## src/hdl/bsm_pkg.sv

```systemverilog
// shared types and constants for the bank switch mapper
`timescale 1ns / 1ps

package bsm_pkg;

  localparam int ADDR_W  = 16;
  localparam int DATA_W  = 8;
  localparam int KIND_W  = 2;
  localparam int SLOT_W  = 3;
  localparam int COUNT_W = 16;

  // event kinds
  localparam logic [KIND_W-1:0] KIND_NONE   = 2'd0;
  localparam logic [KIND_W-1:0] KIND_PRG    = 2'd1;
  localparam logic [KIND_W-1:0] KIND_CHR    = 2'd2;
  localparam logic [KIND_W-1:0] KIND_MIRROR = 2'd3;

  // word function codes
  localparam logic FUNC_WRITE = 1'b0;
  localparam logic FUNC_TICK  = 1'b1;

  // register map
  localparam logic [ADDR_W-1:0] ADDR_PRG0      = 16'h8000;
  localparam logic [ADDR_W-1:0] ADDR_PRG1      = 16'hA000;
  localparam logic [ADDR_W-1:0] ADDR_PRG2      = 16'hC000;
  localparam logic [ADDR_W-1:0] ADDR_CHR_LO    = 16'hB000;
  localparam logic [ADDR_W-1:0] ADDR_CHR_HI    = 16'hB007;
  localparam logic [ADDR_W-1:0] ADDR_MIRROR    = 16'h9000;
  localparam logic [ADDR_W-1:0] ADDR_IRQ_EN    = 16'h9003;
  localparam logic [ADDR_W-1:0] ADDR_IRQ_LOAD  = 16'h9004;
  localparam logic [ADDR_W-1:0] ADDR_RELOAD_HI = 16'h9005;
  localparam logic [ADDR_W-1:0] ADDR_RELOAD_LO = 16'h9006;

  localparam logic [SLOT_W-1:0] SLOT_PRG0 = 3'd0;
  localparam logic [SLOT_W-1:0] SLOT_PRG1 = 3'd1;
  localparam logic [SLOT_W-1:0] SLOT_PRG2 = 3'd2;

  localparam int BIT_MIRROR = 6;
  localparam int BIT_IRQ_EN = 7;

  localparam logic [DATA_W-1:0]  MIR_VERTICAL   = 8'd0;
  localparam logic [DATA_W-1:0]  MIR_HORIZONTAL = 8'd1;
  localparam logic [DATA_W-1:0]  CPL_RESET   = 8'd113;
  localparam logic [COUNT_W-1:0] COUNT_AFTER_IRQ = 16'hFFFF;

  // irq counter operations requested by one word
  typedef struct packed {
    logic              tick;
    logic              set_enable;
    logic              load_count;
    logic              set_hi;
    logic              set_lo;
    logic [DATA_W-1:0] data;
  } irq_op_t;

endpackage

```

## src/hdl/bsm_if.sv

```systemverilog
// handshake channels for command words and event words
`timescale 1ns / 1ps

interface bsm_cmd_if;
  logic                       valid;
  logic                       ready;
  logic                       func;
  logic [bsm_pkg::ADDR_W-1:0] addr;
  logic [bsm_pkg::DATA_W-1:0] wdata;

  modport source (output valid, func, addr, wdata, input ready);
  modport sink   (input valid, func, addr, wdata, output ready);
endinterface

interface bsm_evt_if;
  logic                       valid;
  logic                       ready;
  logic [bsm_pkg::KIND_W-1:0] event_kind;
  logic [bsm_pkg::SLOT_W-1:0] slot;
  logic [bsm_pkg::DATA_W-1:0] value;
  logic                       irq;

  modport source (output valid, event_kind, slot, value, irq, input ready);
  modport sink   (input valid, event_kind, slot, value, irq, output ready);
endinterface

```

## src/hdl/bsm_decode.sv

```systemverilog
// address decode of one command word into an event and irq counter operations
`timescale 1ns / 1ps

module bsm_decode (
  input  logic                       func,
  input  logic [bsm_pkg::ADDR_W-1:0] addr,
  input  logic [bsm_pkg::DATA_W-1:0] wdata,
  output logic [bsm_pkg::KIND_W-1:0] event_kind,
  output logic [bsm_pkg::SLOT_W-1:0] slot,
  output logic [bsm_pkg::DATA_W-1:0] value,
  output bsm_pkg::irq_op_t           op
);

  always_comb begin
    event_kind    = bsm_pkg::KIND_NONE;
    slot          = '0;
    value         = '0;
    op            = '0;
    op.data       = wdata;
    if (func == bsm_pkg::FUNC_TICK) begin
      op.tick = 1'b1;
    end else begin
      case (addr) inside
        bsm_pkg::ADDR_PRG0: begin
          event_kind = bsm_pkg::KIND_PRG;
          slot       = bsm_pkg::SLOT_PRG0;
          value      = wdata;
        end
        bsm_pkg::ADDR_PRG1: begin
          event_kind = bsm_pkg::KIND_PRG;
          slot       = bsm_pkg::SLOT_PRG1;
          value      = wdata;
        end
        bsm_pkg::ADDR_PRG2: begin
          event_kind = bsm_pkg::KIND_PRG;
          slot       = bsm_pkg::SLOT_PRG2;
          value      = wdata;
        end
        [bsm_pkg::ADDR_CHR_LO:bsm_pkg::ADDR_CHR_HI]: begin
          event_kind = bsm_pkg::KIND_CHR;
          slot       = addr[bsm_pkg::SLOT_W-1:0];
          value      = wdata;
        end
        bsm_pkg::ADDR_MIRROR: begin
          event_kind = bsm_pkg::KIND_MIRROR;
          value      = wdata[bsm_pkg::BIT_MIRROR] ? bsm_pkg::MIR_VERTICAL
                                                  : bsm_pkg::MIR_HORIZONTAL;
        end
        bsm_pkg::ADDR_IRQ_EN:    op.set_enable = 1'b1;
        bsm_pkg::ADDR_IRQ_LOAD:  op.load_count = 1'b1;
        bsm_pkg::ADDR_RELOAD_HI: op.set_hi     = 1'b1;
        bsm_pkg::ADDR_RELOAD_LO: op.set_lo     = 1'b1;
        default: ;
      endcase
    end
  end

endmodule

```

## src/hdl/bsm_irq.sv

```systemverilog
// scanline irq counter with reload latch and cycles-per-line register
`timescale 1ns / 1ps

module bsm_irq (
  input  logic                       clk,
  input  logic                       rst,
  input  logic                       cfg_we,
  input  logic [bsm_pkg::DATA_W-1:0] cfg_wdata,
  input  logic                       step,
  input  bsm_pkg::irq_op_t           op,
  output logic                       raise
);

  logic [bsm_pkg::DATA_W-1:0]  cycles_per_line;
  logic                        irq_enable;
  logic                        irq_enable_next;
  logic [bsm_pkg::COUNT_W-1:0] irq_reload;
  logic [bsm_pkg::COUNT_W-1:0] irq_reload_next;
  logic [bsm_pkg::COUNT_W-1:0] irq_count;
  logic [bsm_pkg::COUNT_W-1:0] irq_count_next;
  logic [bsm_pkg::COUNT_W-1:0] cpl_wide;
  logic                        expired;

  assign cpl_wide = {{(bsm_pkg::COUNT_W-bsm_pkg::DATA_W){1'b0}}, cycles_per_line};
  assign expired  = irq_count <= cpl_wide;
  assign raise    = op.tick && irq_enable && expired;

  always_comb begin
    irq_enable_next = irq_enable;
    irq_reload_next = irq_reload;
    irq_count_next  = irq_count;
    if (op.tick) begin
      if (irq_enable) begin
        if (expired) begin
          irq_enable_next = 1'b0;
          irq_count_next  = bsm_pkg::COUNT_AFTER_IRQ;
        end else begin
          irq_count_next = irq_count - cpl_wide;
        end
      end
    end else if (op.set_enable) begin
      irq_enable_next = op.data[bsm_pkg::BIT_IRQ_EN];
    end else if (op.load_count) begin
      irq_count_next = irq_reload;
    end else if (op.set_hi) begin
      irq_reload_next = {op.data, irq_reload[bsm_pkg::DATA_W-1:0]};
    end else if (op.set_lo) begin
      irq_reload_next = {irq_reload[bsm_pkg::COUNT_W-1:bsm_pkg::DATA_W], op.data};
    end
  end

  always_ff @(posedge clk) begin
    if (rst) begin
      cycles_per_line <= bsm_pkg::CPL_RESET;
      irq_enable      <= 1'b0;
      irq_reload      <= '0;
      irq_count       <= '0;
    end else begin
      if (cfg_we) begin
        cycles_per_line <= cfg_wdata;
      end
      if (step) begin
        irq_enable <= irq_enable_next;
        irq_reload <= irq_reload_next;
        irq_count  <= irq_count_next;
      end
    end
  end

endmodule

```

## src/hdl/bank_switch_mapper_with_scanline_irq_core.sv

```systemverilog
// top level of the bank switch mapper with scanline irq counter
`timescale 1ns / 1ps

// Takes one command word per cycle on cmd while evt is not stalled (a cpu
// register write or a scanline tick) and returns exactly one event word per
// command on evt, in order. Sustained rate is one word per clock while evt
// accepts; each word passes the input register and then the event register,
// with the decode and the 16-bit counter subtract/compare between them. A
// command is taken whenever the input register is empty or its word moves
// on to the event register in the same cycle, so one word can wait in each
// register while evt is stalled. cycles_per_line is written through
// cfg_we/cfg_wdata and should only change while no words are in flight.
module bank_switch_mapper_with_scanline_irq_core (
  input  logic                       clk,
  input  logic                       rst,
  input  logic                       cfg_we,
  input  logic [bsm_pkg::DATA_W-1:0] cfg_wdata,
  bsm_cmd_if.sink                    cmd,
  bsm_evt_if.source                  evt
);

  // input register stage
  logic                       in_valid;
  logic                       in_func;
  logic [bsm_pkg::ADDR_W-1:0] in_addr;
  logic [bsm_pkg::DATA_W-1:0] in_wdata;

  // event register stage
  logic                       out_valid;
  logic [bsm_pkg::KIND_W-1:0] out_kind;
  logic [bsm_pkg::SLOT_W-1:0] out_slot;
  logic [bsm_pkg::DATA_W-1:0] out_value;
  logic                       out_irq;

  logic                       out_free;
  logic                       advance;
  logic                       cmd_take;

  logic [bsm_pkg::KIND_W-1:0] dec_kind;
  logic [bsm_pkg::SLOT_W-1:0] dec_slot;
  logic [bsm_pkg::DATA_W-1:0] dec_value;
  bsm_pkg::irq_op_t           dec_op;
  logic                       raise;

  // event register frees up when empty or drained this cycle
  assign out_free  = !out_valid || evt.ready;
  assign advance   = in_valid && out_free;
  assign cmd.ready = !in_valid || advance;
  assign cmd_take  = cmd.valid && cmd.ready;

  always_ff @(posedge clk) begin
    if (rst) begin
      in_valid <= 1'b0;
    end else if (cmd_take) begin
      in_valid <= 1'b1;
    end else if (advance) begin
      in_valid <= 1'b0;
    end
  end

  always_ff @(posedge clk) begin
    if (cmd_take) begin
      in_func  <= cmd.func;
      in_addr  <= cmd.addr;
      in_wdata <= cmd.wdata;
    end
  end

  bsm_decode u_decode (
    .func       (in_func),
    .addr       (in_addr),
    .wdata      (in_wdata),
    .event_kind (dec_kind),
    .slot       (dec_slot),
    .value      (dec_value),
    .op         (dec_op)
  );

  // counter state commits only when the word moves to the event register
  bsm_irq u_irq (
    .clk       (clk),
    .rst       (rst),
    .cfg_we    (cfg_we),
    .cfg_wdata (cfg_wdata),
    .step      (advance),
    .op        (dec_op),
    .raise     (raise)
  );

  always_ff @(posedge clk) begin
    if (rst) begin
      out_valid <= 1'b0;
    end else if (advance) begin
      out_valid <= 1'b1;
    end else if (evt.ready) begin
      out_valid <= 1'b0;
    end
  end

  always_ff @(posedge clk) begin
    if (advance) begin
      out_kind  <= dec_kind;
      out_slot  <= dec_slot;
      out_value <= dec_value;
      out_irq   <= raise;
    end
  end

  assign evt.valid      = out_valid;
  assign evt.event_kind = out_kind;
  assign evt.slot       = out_slot;
  assign evt.value      = out_value;
  assign evt.irq        = out_irq;

endmodule
```

## src/flat_wrapper.sv

```systemverilog
// flat-port wrapper written by rule: the top's interface ports become plain ports
module bank_switch_mapper_with_scanline_irq_core_flat 
  (clk, rst, cfg_we, cfg_wdata, cmd_valid, cmd_func, cmd_addr, cmd_wdata, cmd_ready, evt_valid, evt_event_kind, evt_slot, evt_value, evt_irq, evt_ready);
  bsm_cmd_if cmd_i ();
  bsm_evt_if evt_i ();
  input  logic clk;
  input  logic rst;
  input  logic cfg_we;
  input  logic [bsm_pkg::DATA_W-1:0] cfg_wdata;
  input wire logic [$bits(cmd_i.valid)-1:0] cmd_valid;
  input wire logic [$bits(cmd_i.func)-1:0] cmd_func;
  input wire logic [$bits(cmd_i.addr)-1:0] cmd_addr;
  input wire logic [$bits(cmd_i.wdata)-1:0] cmd_wdata;
  output wire logic [$bits(cmd_i.ready)-1:0] cmd_ready;
  output wire logic [$bits(evt_i.valid)-1:0] evt_valid;
  output wire logic [$bits(evt_i.event_kind)-1:0] evt_event_kind;
  output wire logic [$bits(evt_i.slot)-1:0] evt_slot;
  output wire logic [$bits(evt_i.value)-1:0] evt_value;
  output wire logic [$bits(evt_i.irq)-1:0] evt_irq;
  input wire logic [$bits(evt_i.ready)-1:0] evt_ready;
  assign cmd_i.valid = cmd_valid;
  assign cmd_i.func = cmd_func;
  assign cmd_i.addr = cmd_addr;
  assign cmd_i.wdata = cmd_wdata;
  assign cmd_ready = cmd_i.ready;
  assign evt_valid = evt_i.valid;
  assign evt_event_kind = evt_i.event_kind;
  assign evt_slot = evt_i.slot;
  assign evt_value = evt_i.value;
  assign evt_irq = evt_i.irq;
  assign evt_i.ready = evt_ready;
  bank_switch_mapper_with_scanline_irq_core u_core (.clk(clk), .rst(rst), .cfg_we(cfg_we), .cfg_wdata(cfg_wdata), .cmd(cmd_i), .evt(evt_i));
endmodule
```

## config.mk

```make
export PLATFORM = sky130hd
export DESIGN_NAME = bank_switch_mapper_with_scanline_irq_core_flat
export DESIGN_NICKNAME = d
export VERILOG_FILES = /design/src/hdl/bsm_pkg.sv /design/src/hdl/bsm_if.sv /design/src/hdl/bsm_decode.sv /design/src/hdl/bsm_irq.sv /design/src/hdl/bank_switch_mapper_with_scanline_irq_core.sv /design/src/flat_wrapper.sv
export SDC_FILE = /design/constraint.sdc
export NUM_CORES = 1
export LEC_CHECK = 0
export ABC_AREA = 1
export BUFFER_PORTS_ARGS = -buffer_cell sky130_fd_sc_hd__buf_4
export CAP_MARGIN = 10
export CORE_UTILIZATION = 45
export CTS_BUF_LIST = sky130_fd_sc_hd__clkbuf_8 sky130_fd_sc_hd__clkbuf_16
export CTS_CLUSTER_SIZE = 25
export DETAILED_ROUTE_END_ITERATION = 6
export PLACE_DENSITY = 0.71
export REMOVE_ABC_BUFFERS = 1
export SYNTH_ARGS = -nofsm -noshare
export SYNTH_HDL_FRONTEND = slang
export SYNTH_SLANG_ARGS = --single-unit
```

## constraint.sdc

```tcl
create_clock -name clk -period 2.5 [get_ports clk]
set_input_delay 0.5 -clock clk [delete_from_list [all_inputs] [get_ports clk]]
set_output_delay 0.5 -clock clk [all_outputs]
set_load 0.01 [all_outputs]
```

==> results of run 1 <==
per-stage QoR:
stage | cell area [um2] | cells | util | setup slack, ns
after floorplan | 3980 | 479 | - | 0.382
after global placement | 4550 | 646 | 0.522 | 0.296
after detailed placement | 4550 | 646 | 0.522 | 0.212
after CTS | 4750 | 662 | 0.544 | 0.193
after global routing | 4770 | 663 | 0.547 | 0.107
final | 4770 | 663 | 0.547 | 0.292
power groups by stage:
| stage | clock network (uW) | registers, uW | logic (uW) |
|---|---|---|---|
| after CTS | 983 | 1490 | 344 |
| after floorplan | 0 | 1510 | 211 |
| final | 963 | 1490 | 352 |
| after detailed placement | 0 | 1520 | 341 |
| after global routing | 1040 | 1490 | 392 |
| after global placement | 0 | 1520 | 336 |
area by class of cell:
| cell class | count | area share |
|---|---|---|
| inverter | 50 | 0.0394 |
| sequential | 82 | 0.426 |
| timing repair buffer | 60 | 0.0971 |
| clock inverter | 7 | 0.0147 |
| clock buffer | 9 | 0.0260 |
| tap | 108 | 0.0283 |
| multi-input combinational | 347 | 0.368 |
cell usage in the layout (no fill, tap or decap), types with 2 or more instances in the layout:
master | synthesis | layout
a21oi_1 | 42 | 42
a21oi_2 | 2 | 2
buf_4 | 2 | 59
clkbuf_8 | 0 | 9
clkinvlp_4 | 0 | 2
dfxtp_1 | 43 | 43
edfxtp_1 | 39 | 39
ha_1 | 8 | 8
inv_1 | 48 | 49
inv_2 | 2 | 2
nand2_1 | 105 | 105
nand2_2 | 5 | 5
nand3_1 | 30 | 30
nand3_4 | 2 | 2
nand3b_1 | 4 | 4
nand4_1 | 13 | 13
nor2_1 | 74 | 74
nor2_4 | 3 | 3
nor3_1 | 8 | 8
o21ai_0 | 32 | 32
or2_2 | 3 | 3
xnor2_1 | 3 | 3
xor2_1 | 3 | 3
what timing repair did:
| action | CTS | global route |
|---|---|---|
| endpoints found under the setup margin | 0 | 1 |
| hold buffers | 0 | 0 |
| setup buffers | 0 | 1 |
registers in the layout, summed over array words and instances, names as in the netlist:
| name | flops |
|---|---|
| u_core.evt.irq | 1 |
| u_core.evt.valid | 1 |
| u_core.in_addr | 16 |
| u_core.evt.event_kind | 2 |
| u_core.u_irq.irq_reload | 16 |
| u_core.u_irq.irq_count | 16 |
| u_core.u_irq.cycles_per_line | 8 |
| u_core.in_func | 1 |
| u_core.in_wdata | 8 |
| u_core.u_irq.irq_enable | 1 |
| u_core.evt.value | 8 |
| u_core.evt.slot | 3 |
| u_core.in_valid | 1 |
cells by family after synthesis:
kind of cell	Yosys count
and+or+nand+nor	253
DFF	82
xor gates and xnor gates	6
adders and majority gates	9
AOI/OAI and AO/OA	79
buffers and inverters	64
layer usage:
layer  vias up  share of wire
li1       1749              -
met1      1585           0.45
met2        89           0.48
met3        16          0.047
met4         0          0.022
met5         -              0
final timing paths:
check	endpoint	startpoint
max	u_core.u_irq.irq_count[8]	u_core.u_irq.irq_count[0]
min	u_core.in_addr[11]	cmd_addr[11]
max reg2reg	u_core.u_irq.irq_count[8]	u_core.u_irq.irq_count[0]
min reg2reg	u_core.u_irq.irq_reload[11]	u_core.u_irq.irq_reload[11]
==> reports/qor.yml, run 1 <==
status: "completed"
clkTransAtPathRegs_ns: 0.09
worst_skew_pair.late_latency_ns: 0.36
ctsResizeCount: 0
slowest_delay_ns: 0.40
vias_per_cell: 5.19
drive_above_1_share: 0.171
path_cells: "inv_1 -> ha_1 -> fa_1 -> inv_1 -> nand3_1 -> nand2_1 -> nand2_1 -> nand3_1 -> nand2_2 -> nor2_4 -> buf_12 -> o21ai_0 -> nand2_1 -> a21oi_1"
relSlewSlack: 0.619
synthArstFlopShare: 0
synth_mux_area_frac: 0
synth-edff-count: 39
hold_violations: 0
final.setup.tns_ns: 0
dp_hpwl_mm: 6.67
yosys-top-cells-count: "nand2_1, nor2_1, inv_1, dfxtp_1, a21oi_1"
start_util: 0.466
synth_seq_cells: 82
layout.nets: 597
tritoncts: "yes"
switching_share: 0.265
arrival_ns: 2.45
synth_top_cells_by_area: "edfxtp_1, dfxtp_1, nand2_1"
peakVddDrop_v: 0.000323
ios: 54
antennaDiodeCount: 0
netlist_area_mm2: 0.00406
overflow: 0
cp_slowest_cell: "fa_1"
antenna_found_initial: 0
die_h_um: 97.0
internal_power_uw: 2060
dieWidth_um: 97.0
synth_top_area_frac: 0.288
seqCellArea_mm2: 0.00203
p_total_uw: 2800
synth.avg_cell_area_um2: 8.24
ff2ff_path_depth: 14
grt_util_met3: 0.0520
yosys.area.top_type: "edfxtp_1"
wl_mm: 9.01
crit_required_ns: 2.74
start_kind: "register"
cp.depth: 14
grt_usage: 0.198
power.leakage_uw: 0.00207
route.detailed.drc: 0
core_mm2: 0.00872
dr.pass1.iters: 5
synth_most_common_cell: "nand2_1"
min_path_type: "in -> reg"
io_buffers: 53
synthXorXnorAreaFrac: 0.0129
clk_path_buf_depth: 2
ys_seq_area_frac: 0.500
routabilityCongestion: 0.891
worst_setup_path_end_kind: "register"
drv_slew: 0
syn_to_final_growth_pct: 17.3
critPathMaxFanout: 14
cts_buffers: 9
synth_top_family_by_area: "simple AND/OR/NAND/NOR gates"
finalCriticalPeriod_ns: 2.21
tightest_slew_ns: 0.568
synthAdderAreaFrac: 0.0296
drtIter0Drc: 231
yosysWarningCount: 0
cts-root-buf: "clkbuf_8"
ant_nets: 0
grt_pass1_vias: 3210
met1_usage: 0.246
grt_max_degree: 26
grt_pass1_wl_mm: 14.8
critPathTopFamily: "simple AND/OR/NAND/NOR gates"
synth_compound_area_frac: 0.103
share_comb_of_total_power: 0.126
gr-max-usage-layer: "met2"
hold_depth: 1
synth_simple_gate_area_frac: 0.286
use_met2: 0.330
multiInputGateArea_mm2: 0.00176
wire_per_inst_um: 13.6
max_freq_mhz: 453
ys.flop_type: "dfxtp_1"
cp_num_buf_inv: 3
num_vias: 3439
max_cap_violations: 0
fin_crit_sh: 0.883
cpMostUsedCell: "nand2_1"
die_area_mm2: 0.00941
nFillCells: 775
setup_viol: 0
r2r_slack_ns: 0.29
pwr-share-seq: 0.531
rsz0062_at_grt: "no"
power_frac_clock: 0.344
crit_type: "reg -> reg"
synth.distinct_cells: 35
std_cell_rows: 34
h-tree-depth: 3
finClkSkew_ns: 0.00860
clock_sinks: 82
netSwitchingPower_uw: 743
p_per_area_mw_per_mm2: 588
synthCells: 493
whs_ns: 0.309
Note: power is estimated with default switching activity, not from simulation.
==> run 2, diff against run 1 <==
--- a/config.mk
+++ b/config.mk
@@ -8,11 +8,11 @@
 export ABC_AREA = 1
 export BUFFER_PORTS_ARGS = -buffer_cell sky130_fd_sc_hd__buf_4
 export CAP_MARGIN = 10
-export CORE_UTILIZATION = 45
+export CORE_UTILIZATION = 58
 export CTS_BUF_LIST = sky130_fd_sc_hd__clkbuf_8 sky130_fd_sc_hd__clkbuf_16
 export CTS_CLUSTER_SIZE = 25
 export DETAILED_ROUTE_END_ITERATION = 6
-export PLACE_DENSITY = 0.71
+export PLACE_DENSITY = 0.86
 export REMOVE_ABC_BUFFERS = 1
 export SYNTH_ARGS = -nofsm -noshare
 export SYNTH_HDL_FRONTEND = slang
==> run 2 against run 1 <==
- register-to-register slack got worse by 0.05 ns
- utilization rose by 15 points
- largest cell class unchanged
- cell count fell by 1.8%
- total power fell by 0.71%
- highest routed layer unchanged
- setup slack got worse by 0.046 ns
- cell area fell by 0.58%
==> reports/qor.yml, run 2 (synthesized netlist as in run 1, its figures left out) <==
core_mm2: 0.00679
cp_slowest_cell: "fa_1"
io_buffers: 53
hold_violations: 0
status: "completed"
route.detailed.drc: 0
dr.pass1.iters: 4
critPathMaxFanout: 7
r2r-start: "u_core.u_irq.irq_count[0]"
clkTransAtPathRegs_ns: 0.08
grt_usage: 0.257
dieWidth_um: 85.7
start_util: 0.598
std_cell_rows: 30
r2r_slack_ns: 0.25
reg_top3: "u_core.in_addr (16), u_core.u_irq.irq_count (16), u_core.u_irq.irq_reload (16)"
worst_skew_pair.late_latency_ns: 0.36
syn_to_final_growth_pct: 16.7
antennaDiodeCount: 0
p_per_area_mw_per_mm2: 587
die_area_mm2: 0.00734
cts_buffers: 9
ios: 54
power.leakage_uw: 0.00207
start_kind: "register"
layout_common_cells: "nand2_1, nor2_1, buf_4"
cts-root-buf: "clkbuf_8"
wl_mm: 8.80
grt_pass1_wl_mm: 14.6
p_total_uw: 2780
ff2ff_path_depth: 14
grt_pass1_vias: 3422
grt_max_degree: 26
wire_per_inst_um: 13.5
rsz0062_at_grt: "no"
final.setup.tns_ns: 0
drtIter0Drc: 254
crit_required_ns: 2.74
final_util: 0.698
startpoint: "u_core.u_irq.irq_count[0]"
cpMostUsedCell: "nand2_1"
vias_per_cell: 5.43
routabilityCongestion: 0.927
wl_met3_um: 510
tritoncts: "yes"
clk_path_buf_depth: 2
met2_length_mm: 4.19
clock_sinks: 82
setup_viol: 0
arrival_ns: 2.49
crit_path_end: "u_core.u_irq.irq_count[3]"
dp_hpwl_mm: 6.37
slowest_delay_ns: 0.40
r2r_end: "u_core.u_irq.irq_count[3]"
path_cells: "inv_1 -> ha_1 -> fa_1 -> inv_1 -> nand3_1 -> nand2_1 -> nand2_1 -> nand3_1 -> nand2_2 -> nor2_4 -> buf_4 -> nand2_1 -> o21ai_0 -> a21oi_1"
fin_crit_sh: 0.902
ant_nets: 0
tightest_slew_ns: 0.548
max_freq_mhz: 444
top_layer: "met4"
final_common_cell: "nand2_1"
finClkSkew_ns: 0.00533
worst_setup_path_end_kind: "register"
layout.nets: 597
h-tree-depth: 3
crit_type: "reg -> reg"
min_path_type: "in -> reg"
overflow: 0
wl_met1_mm: 3.79
die_h_um: 85.7
finalCriticalPeriod_ns: 2.25
drive_above_1_share: 0.171
max_cap_violations: 0
num_vias: 3533
peakVddDrop_v: 0.000389
antenna_found_initial: 0
hold_buffers: 0
relSlewSlack: 0.632
drv_slew: 0
## run 2: worst min-delay path by stage
stage | start | endpoint | slack [ns] | cells past startpoint
2_1_floorplan | u_core.u_irq.irq_reload[10] | u_core.u_irq.irq_reload[10] | 0.44 | 2
3_3_place_gp | u_core.u_irq.irq_reload[14] | u_core.u_irq.irq_reload[14] | 0.45 | 2
3_5_place_dp | u_core.u_irq.irq_reload[12] | u_core.u_irq.irq_reload[12] | 0.45 | 2
4_1_cts | cmd_addr[5] | u_core.in_addr[5] | 0.30 | 1
5_1_grt | cmd_addr[13] | u_core.in_addr[13] | 0.30 | 1
6_report | cmd_wdata[3] | u_core.in_wdata[3] | 0.31 | 1
## run 2: per-layer routing
metal	up-vias	GRT usage
li1	1744	-
met1	1607	0.305
met2	151	0.439
met3	31	0.0549
met4	0	0.141
met5	-	0
## run 2: layout make-up
class	count	area [um2]
fill	541	2050
sequential	82	2030
multi-input combinational	347	1760
timing repair buffer	60	450
inverter	50	188
clock buffer	9	124
tap	96	120
clock inverter	7	70.1
## run 2: what timing repair did
item | in CTS | in global routing
setup buffers | 0 | 2
resized for setup | 0 | 0
endpoints found under the setup margin | 0 | 10
## run 2: metrics by stage
stage               area (um2)  hold WS [ns]  instances  setup WS (ns)
floorplan                 3980         0.435        479          0.382
global placement          4530         0.453        633          0.329
detailed placement        4530         0.453        633          0.236
CTS                       4720         0.304        649          0.233
global route              4740         0.296        651         0.0284
finish                    4740         0.310        651          0.246
## run 2: critical path, delay by kind of cell (launching register included)
kind / cells / cell delay [ns]
compound gates: 2 / 0.17
simple gates: 7 / 0.76
fa+ha+maj: 2 / 0.60
buf+inv: 3 / 0.27
flops: 1 / 0.33
## run 2: power by group
| part | total (uW) | leakage (uW) | switching, uW | internal, uW |
|---|---|---|---|---|
| registers | 1490 | 0.000740 | 31.9 | 1460 |
| clock network | 945 | 0.0000947 | 485 | 459 |
| logic | 349 | 0.00123 | 210 | 139 |
| total | 2780 | 0.00207 | 727 | 2050 |
==> run 3, diff against run 2 <==
--- a/config.mk
+++ b/config.mk
@@ -8,11 +8,12 @@
 export ABC_AREA = 1
 export BUFFER_PORTS_ARGS = -buffer_cell sky130_fd_sc_hd__buf_4
 export CAP_MARGIN = 10
-export CORE_UTILIZATION = 58
+export CORE_MARGIN = 4
+export CORE_UTILIZATION = 62
 export CTS_BUF_LIST = sky130_fd_sc_hd__clkbuf_8 sky130_fd_sc_hd__clkbuf_16
 export CTS_CLUSTER_SIZE = 25
 export DETAILED_ROUTE_END_ITERATION = 6
-export PLACE_DENSITY = 0.86
+export PLACE_DENSITY = 0.91
 export REMOVE_ABC_BUFFERS = 1
 export SYNTH_ARGS = -nofsm -noshare
 export SYNTH_HDL_FRONTEND = slang
==> constraint.sdc (replaced) <==
create_clock -name clk -period 2.9 [get_ports clk]
set_input_delay 0.58 -clock clk [delete_from_list [all_inputs] [get_ports clk]]
set_output_delay 0.58 -clock clk [all_outputs]
set_load 0.01 [all_outputs]
==> run 3 against run 2 <==
- total power is 17% lower
- cell count is 3.4% lower
- die area is 7.7% higher
- critical path depth is 1 lower
- largest cell class unchanged
==> reports/qor.yml, run 3 (synthesized netlist as in run 1, its figures left out) <==
wl_met3_um: 656
core_mm2: 0.00635
cpMostUsedCell: "nand2_1"
tritoncts: "yes"
hold_violations: 0
slowest_delay_ns: 0.42
final_area_mm2: 0.00467
routabilityCongestion: 0.932
clk_path_buf_depth: 2
finalCriticalPeriod_ns: 2.37
die_h_um: 89.0
std_cell_rows: 29
top_layer: "met4"
cts_buffers: 9
drv_slew: 0
r2r-start: "u_core.u_irq.irq_count[0]"
cts_setup_buffers: 0
wire_per_inst_um: 14.7
dp_hpwl_mm: 6.69
r2r_slack_ns: 0.53
drive_above_1_share: 0.168
hold_buffers: 0
setup_viol: 0
start_kind: "register"
critPathMaxFanout: 14
ant_nets: 0
final.setup.tns_ns: 0
arrival_ns: 2.59
start_util: 0.640
status: "completed"
path_cells: "inv_1 -> ha_1 -> fa_1 -> inv_1 -> nand3_1 -> nand2_1 -> nand2_1 -> nand3_1 -> nand2_2 -> nor2_4 -> o21ai_0 -> nand2_1 -> a21oi_1"
syn_to_final_growth_pct: 14.9
ff2ff_path_depth: 13
final_common_cell: "nand2_1"
ios: 54
ctsResizeCount: 0
wl_mm: 9.25
drtIter0Drc: 317
vias_per_cell: 5.70
dpl-instance-area_mm2: 0.00450
met2_length_mm: 4.52
cp_num_buf_inv: 2
cts-root-buf: "clkbuf_8"
crit_required_ns: 3.13
fin_crit_sh: 0.816
antenna_found_initial: 0
wl_met1_mm: 3.85
hold_depth: 1
critPathTopFamily: "simple AND/OR/NAND/NOR gates"
layout.nets: 594
peakVddDrop_v: 0.000365
layout_common_cells: "nand2_1, nor2_1, buf_4"
worst_skew_pair.late_latency_ns: 0.35
p_per_area_mw_per_mm2: 496
die_area_mm2: 0.00791
grt_max_degree: 27
clkTransAtPathRegs_ns: 0.09
p_total_uw: 2320
worst_setup_path_end_kind: "register"
dp_cells: 613
max_freq_mhz: 423
crit_type: "reg -> reg"
fin_cells: 629
min_path_type: "in -> reg"
worstHoldStart: "cmd_addr[7]"
dr.pass1.iters: 5
tightest_slew_ns: 0.592
dieWidth_um: 89.0
finClkSkew_ns: 0.0118
grt_pass1_wl_mm: 15.2
min_to: "u_core.in_addr[7]"
rsz0062_at_grt: "no"
num_vias: 3588
route.detailed.drc: 0
r2r_end: "u_core.u_irq.irq_count[8]"
cp_slowest_cell: "fa_1"
grt_pass1_vias: 3412
reg_top3: "u_core.in_addr (16), u_core.u_irq.irq_count (16), u_core.u_irq.irq_reload (16)"
overflow: 0
grt_usage: 0.249
power.leakage_uw: 0.00204
relSlewSlack: 0.603
h-tree-depth: 3
max_cap_violations: 0
io_buffers: 53
clock_sinks: 82
antennaDiodeCount: 0
-- run 3: through the flow --
step	hold slack, ns	util	worst slack [ns]
6_report	0.394	0.735	0.535
5_1_grt	0.373	0.735	0.354
4_1_cts	0.393	0.735	0.579
3_5_place_dp	0.458	0.709	0.635
3_3_place_gp	0.454	0.709	0.745
2_1_floorplan	0.435	-	0.712
-- run 3: routing by layer --
metal,vias up,track usage
met2,147,0.426
met5,-,0
li1,1743,-
met1,1668,0.319
met3,30,0.0433
met4,0,0.0880
-- run 3: layout make-up --
| type | count | area (um2) |
|---|---|---|
| Inverter | 50 | 188 |
| Timing Repair Buffer | 57 | 428 |
| Fill cell | 457 | 1680 |
| Clock inverter | 7 | 46.3 |
| Sequential cell | 82 | 2030 |
| Tap cell | 77 | 96.3 |
| Clock buffer | 9 | 124 |
| Multi-Input combinational cell | 347 | 1760 |
-- run 3: worst max-delay path by stage --
stage                                    startpoint                    endpoint  slack [ns]  cells after the start
after floorplan                           evt_ready  u_core.u_irq.irq_count[10]        0.71                      9
after global placement    u_core.u_irq.irq_count[0]   u_core.u_irq.irq_count[8]        0.75                     13
after detailed placement  u_core.u_irq.irq_count[0]   u_core.u_irq.irq_count[8]        0.64                     13
after CTS                 u_core.u_irq.irq_count[0]   u_core.u_irq.irq_count[8]        0.58                     13
after global routing      u_core.u_irq.irq_count[0]   u_core.u_irq.irq_count[8]        0.35                     13
final                     u_core.u_irq.irq_count[0]   u_core.u_irq.irq_count[8]        0.53                     13
-- run 3: where the power goes --
group          total [uW]  switching, uW  internal (uW)
logic                 298            182            115
registers            1280           28.0           1260
clock network         735            426            309
